<file path="src/rcfd_pkg.sv">
// ----------------------------------------------------------------------------
// rcfd_pkg
// Shared types and constants of the remote-control frame decoder.
// ----------------------------------------------------------------------------
package rcfd_pkg;

  localparam int STORE_LEN  = 17;
  localparam int FRAME_LEN  = 18;
  localparam int CNT_W      = 5;
  localparam int FIFO_DEPTH = 2;

  localparam int CFG_IDX_W  = 2;
  localparam int CFG_DATA_W = 11;

  localparam logic [CFG_IDX_W-1:0] CFG_CENTER_OFFSET = 2'd0;
  localparam logic [CFG_IDX_W-1:0] CFG_DEAD_BAND     = 2'd1;
  localparam logic [CFG_IDX_W-1:0] CFG_STICK_LIMIT   = 2'd2;
  localparam logic [CFG_IDX_W-1:0] CFG_ERROR_LIMIT   = 2'd3;

  localparam logic [10:0] CENTER_OFFSET_RST = 11'd1024;
  localparam logic [7:0]  DEAD_BAND_RST     = 8'd10;
  localparam logic [10:0] STICK_LIMIT_RST   = 11'd660;
  localparam logic [10:0] ERROR_LIMIT_RST   = 11'd700;

  localparam int OUT_TDATA_W = 168;

  typedef struct packed {
    logic [10:0] center_offset;
    logic [7:0]  dead_band;
    logic [10:0] stick_limit;
    logic [10:0] error_limit;
  } cfg_t;

  // bytes 0..16 plus the closing byte
  typedef struct packed {
    logic [7:0]                 last;
    logic [STORE_LEN-1:0][7:0]  bytes;
  } frame_t;

  localparam int FRAME_W = $bits(frame_t);

  typedef struct packed {
    logic full;
    logic empty;
  } fifo_stat_t;

endpackage

</file>
<file path="src/rc_frame_decoder.sv">
// ----------------------------------------------------------------------------
// rc_frame_decoder
// Remote-control frame decoder: 18 bytes in, one decoded frame out.
// ----------------------------------------------------------------------------
// channel  dir  handshake              payload
// in_      in   in_tvalid/in_tready    tdata byte_value, tuser frame_start
// out_     out  out_tvalid/out_tready  tdata decoded fields, tuser frame_error
// cfg_     in   cfg_valid/cfg_ready    cfg_index, cfg_data
//
// One byte is taken every cycle while in_tready is high; a frame is queued on
// its 18th byte, and the back end decodes the queue head into the output register.
// The frame queue (FIFO_DEPTH frames) decouples byte intake from the output;
// in_tready drops only while the queue is full. cfg_ready is always high.
// Reset is synchronous, active low; no clearing pass is needed.
// ----------------------------------------------------------------------------
module rc_frame_decoder #(
  parameter int FIFO_DEPTH = rcfd_pkg::FIFO_DEPTH
) (
  input  logic                               clk,
  input  logic                               rst_n,
  input  logic                               in_tvalid,
  output logic                               in_tready,
  input  logic [7:0]                         in_tdata,  // [7:0] byte_value
  input  logic                               in_tuser,  // [0] frame_start
  output logic                               out_tvalid,
  input  logic                               out_tready,
  // [11:0] stick_0, [23:12] stick_1, [35:24] stick_2, [47:36] stick_3,
  // [63:48] dial, [67:64] switches, [99:68] mouse_xy, [115:100] mouse_z,
  // [131:116] mouse_buttons, [147:132] keys, [163:148] key_changes
  output logic [rcfd_pkg::OUT_TDATA_W-1:0]   out_tdata,
  output logic                               out_tuser, // [0] frame_error
  input  logic                               cfg_valid,
  output logic                               cfg_ready,
  input  logic [rcfd_pkg::CFG_IDX_W-1:0]     cfg_index,
  input  logic [rcfd_pkg::CFG_DATA_W-1:0]    cfg_data
);

  rcfd_pkg::cfg_t       cfg_r;
  rcfd_pkg::frame_t     push_frame, head;
  rcfd_pkg::fifo_stat_t stat;
  logic                 push, pop;

  assign cfg_ready = 1'b1;

  always_ff @(posedge clk) begin
    if (!rst_n) begin
      cfg_r.center_offset <= rcfd_pkg::CENTER_OFFSET_RST;
      cfg_r.dead_band     <= rcfd_pkg::DEAD_BAND_RST;
      cfg_r.stick_limit   <= rcfd_pkg::STICK_LIMIT_RST;
      cfg_r.error_limit   <= rcfd_pkg::ERROR_LIMIT_RST;
    end else if (cfg_valid && cfg_ready) begin
      case (cfg_index)
        rcfd_pkg::CFG_CENTER_OFFSET: cfg_r.center_offset <= cfg_data;
        rcfd_pkg::CFG_DEAD_BAND:     cfg_r.dead_band     <= cfg_data[7:0];
        rcfd_pkg::CFG_STICK_LIMIT:   cfg_r.stick_limit   <= cfg_data;
        rcfd_pkg::CFG_ERROR_LIMIT:   cfg_r.error_limit   <= cfg_data;
        default: ;
      endcase
    end
  end

  rcfd_front u_front (
    .clk        (clk),
    .rst_n      (rst_n),
    .in_tvalid  (in_tvalid),
    .in_tready  (in_tready),
    .in_tdata   (in_tdata),
    .in_tuser   (in_tuser),
    .stat       (stat),
    .push       (push),
    .push_frame (push_frame)
  );

  rcfd_fifo #(
    .WIDTH (rcfd_pkg::FRAME_W),
    .DEPTH (FIFO_DEPTH)
  ) u_fifo (
    .clk       (clk),
    .rst_n     (rst_n),
    .push      (push),
    .push_data (push_frame),
    .pop       (pop),
    .head      (head),
    .stat      (stat)
  );

  rcfd_back u_back (
    .clk        (clk),
    .rst_n      (rst_n),
    .cfg        (cfg_r),
    .head       (head),
    .stat       (stat),
    .pop        (pop),
    .out_tvalid (out_tvalid),
    .out_tready (out_tready),
    .out_tdata  (out_tdata),
    .out_tuser  (out_tuser)
  );

endmodule

</file>
<file path="src/rcfd_front.sv">
// ----------------------------------------------------------------------------
// rcfd_front
// Accepts frame bytes, tracks the byte position and hands complete frames
// to the frame queue.
// ----------------------------------------------------------------------------
module rcfd_front (
  input  logic                clk,
  input  logic                rst_n,
  input  logic                in_tvalid,
  output logic                in_tready,
  input  logic [7:0]          in_tdata,   // byte_value
  input  logic                in_tuser,   // frame_start
  input  rcfd_pkg::fifo_stat_t stat,
  output logic                push,
  output rcfd_pkg::frame_t    push_frame
);

  logic [rcfd_pkg::CNT_W-1:0] cnt_r, cnt_nxt;
  logic [7:0]                 store_r [rcfd_pkg::STORE_LEN];
  logic                       accept;
  logic                       wr_en;
  logic [rcfd_pkg::CNT_W-1:0] wr_idx;

  assign in_tready = !stat.full;
  assign accept    = in_tvalid && in_tready;

  always_comb begin
    cnt_nxt = cnt_r;
    wr_en   = 1'b0;
    wr_idx  = cnt_r;
    push    = 1'b0;
    if (accept) begin
      if (in_tuser) begin
        wr_en   = 1'b1;
        wr_idx  = '0;
        cnt_nxt = rcfd_pkg::CNT_W'(1);
      end else if (cnt_r == '0) begin
        // stray byte outside a frame: dropped
        cnt_nxt = cnt_r;
      end else if (cnt_r < rcfd_pkg::CNT_W'(rcfd_pkg::STORE_LEN)) begin
        wr_en   = 1'b1;
        cnt_nxt = cnt_r + rcfd_pkg::CNT_W'(1);
      end else begin
        push    = 1'b1;
        cnt_nxt = '0;
      end
    end
  end

  always_comb begin
    for (int i = 0; i < rcfd_pkg::STORE_LEN; i++) begin
      push_frame.bytes[i] = store_r[i];
    end
    push_frame.last = in_tdata;
  end

  always_ff @(posedge clk) begin
    if (!rst_n) begin
      cnt_r <= '0;
    end else begin
      cnt_r <= cnt_nxt;
    end
  end

  always_ff @(posedge clk) begin
    if (wr_en) begin
      store_r[wr_idx] <= in_tdata;
    end
  end

endmodule

</file>
<file path="src/rcfd_fifo.sv">
// ----------------------------------------------------------------------------
// rcfd_fifo
// Short frame queue between the byte front end and the decode back end.
// ----------------------------------------------------------------------------
module rcfd_fifo #(
  parameter int WIDTH = rcfd_pkg::FRAME_W,
  parameter int DEPTH = rcfd_pkg::FIFO_DEPTH
) (
  input  logic                 clk,
  input  logic                 rst_n,
  input  logic                 push,
  input  logic [WIDTH-1:0]     push_data,
  input  logic                 pop,
  output logic [WIDTH-1:0]     head,
  output rcfd_pkg::fifo_stat_t stat
);

  localparam int AW = (DEPTH > 1) ? $clog2(DEPTH) : 1;
  localparam int CW = $clog2(DEPTH + 1);

  logic [WIDTH-1:0] mem_r [DEPTH];
  logic [AW-1:0]    wr_ptr_r, rd_ptr_r;
  logic [CW-1:0]    cnt_r;
  logic             do_push, do_pop;

  assign stat.full  = (cnt_r == CW'(DEPTH));
  assign stat.empty = (cnt_r == '0);
  assign do_push    = push && !stat.full;
  assign do_pop     = pop && !stat.empty;
  assign head       = mem_r[rd_ptr_r];

  function automatic logic [AW-1:0] ptr_inc(logic [AW-1:0] p);
    ptr_inc = (p == AW'(DEPTH - 1)) ? '0 : p + AW'(1);
  endfunction

  always_ff @(posedge clk) begin
    if (!rst_n) begin
      wr_ptr_r <= '0;
      rd_ptr_r <= '0;
      cnt_r    <= '0;
    end else begin
      if (do_push) wr_ptr_r <= ptr_inc(wr_ptr_r);
      if (do_pop)  rd_ptr_r <= ptr_inc(rd_ptr_r);
      if (do_push && !do_pop)      cnt_r <= cnt_r + CW'(1);
      else if (do_pop && !do_push) cnt_r <= cnt_r - CW'(1);
    end
  end

  always_ff @(posedge clk) begin
    if (do_push) begin
      mem_r[wr_ptr_r] <= push_data;
    end
  end

endmodule

</file>
<file path="src/rcfd_back.sv">
// ----------------------------------------------------------------------------
// rcfd_back
// Decodes one queued frame per cycle into the output register unless stalled.
// ----------------------------------------------------------------------------
module rcfd_back (
  input  logic                                clk,
  input  logic                                rst_n,
  input  rcfd_pkg::cfg_t                      cfg,
  input  rcfd_pkg::frame_t                    head,
  input  rcfd_pkg::fifo_stat_t                stat,
  output logic                                pop,
  output logic                                out_tvalid,
  input  logic                                out_tready,
  output logic [rcfd_pkg::OUT_TDATA_W-1:0]    out_tdata,
  output logic                                out_tuser
);

  logic                             out_valid_r;
  logic [rcfd_pkg::OUT_TDATA_W-1:0] tdata_r, tdata_nxt;
  logic                             err_r, err_nxt;
  logic [15:0]                      prev_keys_r, prev_keys_nxt;

  function automatic logic [11:0] stick_off(logic [10:0] raw, logic [10:0] ctr);
    stick_off = {1'b0, raw} - {1'b0, ctr};
  endfunction

  function automatic logic [10:0] mag11(logic [11:0] v);
    mag11 = v[11] ? 11'(-v) : v[10:0];
  endfunction

  assign pop = !stat.empty && (!out_valid_r || out_tready);

  always_comb begin
    logic [10:0] raw [4];
    logic [11:0] off [4];
    logic [11:0] st  [4];
    logic [10:0] m   [4];
    logic        over, big;
    logic [3:0]  sw;
    logic [15:0] dial, mx, my, mz, btn, keys;

    raw[0] = {head.bytes[1][2:0], head.bytes[0]};
    raw[1] = {head.bytes[2][5:0], head.bytes[1][7:3]};
    raw[2] = {head.bytes[4][0], head.bytes[3], head.bytes[2][7:6]};
    raw[3] = {head.bytes[5][3:0], head.bytes[4][7:1]};
    over = 1'b0;
    big  = 1'b0;
    for (int i = 0; i < 4; i++) begin
      off[i] = stick_off(raw[i], cfg.center_offset);
      m[i]   = mag11(off[i]);
      if (m[i] <= {3'b0, cfg.dead_band}) begin
        st[i] = '0;
        m[i]  = '0;
      end else begin
        st[i] = off[i];
      end
      if (m[i] > cfg.stick_limit) over = 1'b1;
      if (m[i] > cfg.error_limit) big  = 1'b1;
    end
    sw   = head.bytes[5][7:4];
    dial = {head.last, head.bytes[16]} - {5'b0, cfg.center_offset};
    mx   = 16'(-{head.bytes[7], head.bytes[6]});
    my   = 16'(-{head.bytes[9], head.bytes[8]});
    mz   = {head.bytes[11], head.bytes[10]};
    btn  = {head.bytes[13], head.bytes[12]};
    keys = {head.bytes[15], head.bytes[14]};

    // a stick over the stick limit always makes an error frame
    err_nxt = over || big || (sw[1:0] == 2'b00) || (sw[3:2] == 2'b00);
    if (err_nxt) begin
      tdata_nxt     = '0;
      prev_keys_nxt = '0;
    end else begin
      tdata_nxt     = {4'b0, keys ^ prev_keys_r, keys, btn, mz, my, mx, sw, dial,
                       st[3], st[2], st[1], st[0]};
      prev_keys_nxt = keys;
    end
  end

  always_ff @(posedge clk) begin
    if (!rst_n) begin
      out_valid_r <= 1'b0;
      prev_keys_r <= '0;
    end else begin
      if (pop) begin
        out_valid_r <= 1'b1;
        prev_keys_r <= prev_keys_nxt;
      end else if (out_tready) begin
        out_valid_r <= 1'b0;
      end
    end
  end

  always_ff @(posedge clk) begin
    if (pop) begin
      tdata_r <= tdata_nxt;
      err_r   <= err_nxt;
    end
  end

  assign out_tvalid = out_valid_r;
  assign out_tdata  = tdata_r;
  assign out_tuser  = err_r;

endmodule

</file>
<file path="config.mk">
export PLATFORM = sky130hd
export DESIGN_NAME = rc_frame_decoder
export DESIGN_NICKNAME = d
export VERILOG_FILES = /design/src/rcfd_pkg.sv /design/src/rc_frame_decoder.sv /design/src/rcfd_front.sv /design/src/rcfd_fifo.sv /design/src/rcfd_back.sv
export SDC_FILE = /design/constraint.sdc
export NUM_CORES = 1
export LEC_CHECK = 0
export ABC_CLOCK_PERIOD_IN_PS = 23300
export BUFFER_PORTS_ARGS = -buffer_cell sky130_fd_sc_hd__buf_2
export CELL_PAD_IN_SITES_DETAIL_PLACEMENT = 0
export CELL_PAD_IN_SITES_GLOBAL_PLACEMENT = 2
export CORE_AREA = 2 2 262 264
export CTS_BUF_LIST = sky130_fd_sc_hd__clkbuf_4 sky130_fd_sc_hd__clkbuf_8 sky130_fd_sc_hd__clkbuf_16
export DETAILED_ROUTE_END_ITERATION = 10
export DIE_AREA = 0 0 264 266
export HOLD_SLACK_MARGIN = 0.15
export PLACE_DENSITY = 0.92
export SKIP_CTS_REPAIR_TIMING = 1
export SLEW_MARGIN = 10
export SYNTH_ARGS = -nofsm -noshare
export SYNTH_HDL_FRONTEND = slang
export SYNTH_SLANG_ARGS = --single-unit
</file>
<file path="constraint.sdc">
create_clock -name clk -period 23.3 [get_ports clk]
set_input_delay 1.165 -clock clk [delete_from_list [all_inputs] [get_ports clk]]
set_output_delay 1.165 -clock clk [all_outputs]
set_load 0.01 [all_outputs]
</file>
==> results.sh <==
export IMPL_outcome="finished, final reports clean"
export IMPL_syn_inst=2321
export IMPL_max_freq_ghz=0.101
export IMPL_syn_area_um2=30700
export IMPL_rrSetupSlack_ps=13390
export IMPL_synth_compound_area_share_pct=10.0
export IMPL_die_y_um=266
export IMPL_hold_start="u_front.store_r[8][7]"
export IMPL_p_per_area_nw_per_um2=122
export IMPL_worst_setup_path_end_kind="flip-flop"
export IMPL_fin_crit_sh_pct=42.5
export IMPL_fin_worst_skew_ps=18.7
export IMPL_ir_worst_vdd_v=0.000114
export IMPL_cp_required_ps=23710
export IMPL_worstHoldEndpoint="u_fifo.mem_r[0][71]"
export IMPL_async_flop_share_pct=0
export IMPL_p_int_mw=2.71
export IMPL_synth_edf_count=589
export IMPL_synth_fa_ha_area_share_pct=7.81
export IMPL_clock_sinks=657
export IMPL_yosys_warnings=0
export IMPL_num_antenna_cells=0
export IMPL_relSlewSlack_pct=22.4
export IMPL_wl_um=74800
export IMPL_syn2layout_area_growth_pct=13.6
export IMPL_setup_tns_ps=0
export IMPL_grt_pass1_wl_um=112000
export IMPL_clockBufferDepth=3
export IMPL_maxSlewViolCount=0
export IMPL_grt_max_degree=144
export IMPL_crit_slowest_cell="dfxtp_4"
export IMPL_final_cell_mix="589 x edfxtp_1, 193 x buf_2, 191 x nor2_1"
export IMPL_max_cap_violations=0
export IMPL_min_period_ps=9910
export IMPL_drive_gt1_share_pct=15.5
export IMPL_cp_arrival_ps=10320
export IMPL_grt_overflow=0
export IMPL_cpLargestDelayFamily="compound AO/OA/AOI/OAI gates"
export IMPL_first_global_vias=19100
export IMPL_cts_tree="yes"
export IMPL_final_setup_viol_count=0
export IMPL_path_class="flip-flop to flip-flop"
export IMPL_min_path_cells=0
export IMPL_worstMarginPinSlew_ps=1160
export IMPL_cts_root_buffer="clkbuf_16"
export IMPL_numPortBuffers=193
export IMPL_place_hpwl_um=52000
export IMPL_drt_wirelength_per_cell_um=21.7
export IMPL_cts_buffers=67
export IMPL_place_congestion=0.884
export IMPL_slowest_delay_ps=820
export IMPL_p_sw_share_pct=36.2
export IMPL_hold_viol=0
export IMPL_whs_ps=442
export IMPL_clk_pin_slew_ps=60
export IMPL_synth_mux_area_share_pct=4.99
export IMPL_drc=0
export IMPL_p_seq_share_pct=35.7
export IMPL_rsz0062_at_grt="no"
export IMPL_mostFrequentLayoutCell="edfxtp_1"
export IMPL_worst_path_max_fanout=79
export IMPL_fp_row_count=96
export IMPL_ios=199
export IMPL_antenna_found_initial=3
export IMPL_synth_top_family_by_area="simple AND/OR/NAND/NOR gates"
export IMPL_ys_types=78
export IMPL_power_switching_mw=1.54
export IMPL_vias_per_cell=5.66
export IMPL_synth_area_per_cell_um2=13.2
export IMPL_first_iter_violations=1705
export IMPL_power_leakage_nw=12.4
export IMPL_hold_class="flip-flop to flip-flop"
export IMPL_synth_xor_area_share_pct=2.96
export IMPL_clk_latency_ps=610
export IMPL_htreeDepth=3
export IMPL_ys_seq_area_share_pct=62.0
export IMPL_firstDrtPassIters=5
export IMPL_combPwrFrac_pct=38.5
export IMPL_die_w_um=264
export IMPL_ys_ff_latch=657
export IMPL_nets=2731
export IMPL_ant_nets=0
export IMPL_dieArea_um2=70200
export IMPL_synthSimpleGateAreaFrac_pct=10.2
export IMPL_r2r_end="u_back.out_tdata[46]"
export IMPL_crit_path_start_kind="flip-flop"
export IMPL_critPathBufInv=2
export IMPL_rr_worst_depth=27
export IMPL_synth_main_ff_cell="edfxtp_1"
export IMPL_core_um2=67700
export IMPL_power_frac_clock_pct=25.8
export IMPL_grtUsageTotal_pct=20.9
export IMPL_vias=19500
export IMPL_initial_core_util_pct=45.4
-- layout make-up --
class                      instances  area (um2)
inverter                          75         282
multi-input combinational       1509       11100
fill                            5705       32800
clock buffer                      80        1810
sequential                       657       19100
clock inverter                    38         474
timing repair buffer             205        1070
tap                              882        1100
-- state kept, by name, indices dropped and copies added (netlist names), named ones only --
| name | flops |
|---|---|
| u_fifo.mem_r | 288 |
| u_back.prev_keys_r | 16 |
| cfg_r | 41 |
| u_back.out_tvalid | 1 |
| u_fifo.cnt_r | 2 |
| u_front.cnt_r | 5 |
| u_fifo.wr_ptr_r | 1 |
| u_fifo.rd_ptr_r | 1 |
| u_back.out_tdata | 164 |
| u_back.out_tuser | 1 |
| u_front.store_r | 136 |
-- power by group through the flow --
stage               logic [mW]  registers [mW]  clock network [mW]
floorplan                 1.09            1.61                   0
global placement          1.60            1.54                   0
detailed placement        1.62            1.54                   0
CTS                       1.63            1.52                1.12
global route              1.80            1.52                1.17
finish                    1.64            1.51                1.10
-- per-layer routing --
| layer | share of wire, % | track usage, % |
|---|---|---|
| met2 | 48 | 34.9 |
| met1 | 42 | 27.5 |
| met3 | 6.4 | 3.42 |
| met5 | 0 | 0 |
| met4 | 3.3 | 7.94 |
-- cells in the mapped netlist, types with 37 or more instances --
master | n | share of area, %
inv_1 | 75 | 0.92
ha_1 | 184 | 7.5
xor2_1 | 40 | 1.1
mux2i_1 | 96 | 3.1
o21ai_0 | 71 | 1.2
nor2_1 | 192 | 2.3
nand4_1 | 37 | 0.75
clkbuf_1 | 63 | 0.77
edfxtp_1 | 589 | 58
nor3_1 | 60 | 0.98
mux2_2 | 51 | 1.9
nor2b_1 | 66 | 1.3
a21oi_1 | 90 | 1.5
xnor2_1 | 64 | 1.8
dfxtp_1 | 68 | 4.4
nand2_1 | 109 | 1.3
-- per-stage QoR --
stage,instances,worst slack [ps],total power [mW],area (um2),utilization (%)
5_1_grt,3446,12700,4.50,34900,51.6
4_1_cts,3446,13490,4.26,34900,51.6
3_5_place_dp,3328,13500,3.16,32700,48.2
6_report,3446,13390,4.25,34900,51.6
2_1_floorplan,2324,13190,2.71,30800,-
3_3_place_gp,3328,13740,3.13,32700,48.2
-- how the worst max path moves through the flow --
stage,from,to,slack [ps],cells after the start
floorplan,out_tready,u_back.prev_keys_r[10],13190,5
global placement,flip-flop,u_back.out_tdata[44],13740,27
detailed placement,flip-flop,u_back.out_tdata[44],13500,27
CTS,flip-flop,u_back.out_tdata[46],13490,27
global route,flip-flop,u_back.out_tdata[44],12700,27
finish,flip-flop,u_back.out_tdata[46],13390,27
-- kinds of logic (layout without fill, tap and decap cells) --
group | after synthesis | in the layout
compound gates | 438 | 438
xor+xnor | 104 | 104
fa+ha+maj | 189 | 189
buf+inv | 158 | 398
flops | 657 | 657
mux | 147 | 147
other cells | 2 | 5
simple gates | 626 | 626
Power figures use the tool's default switching activity.
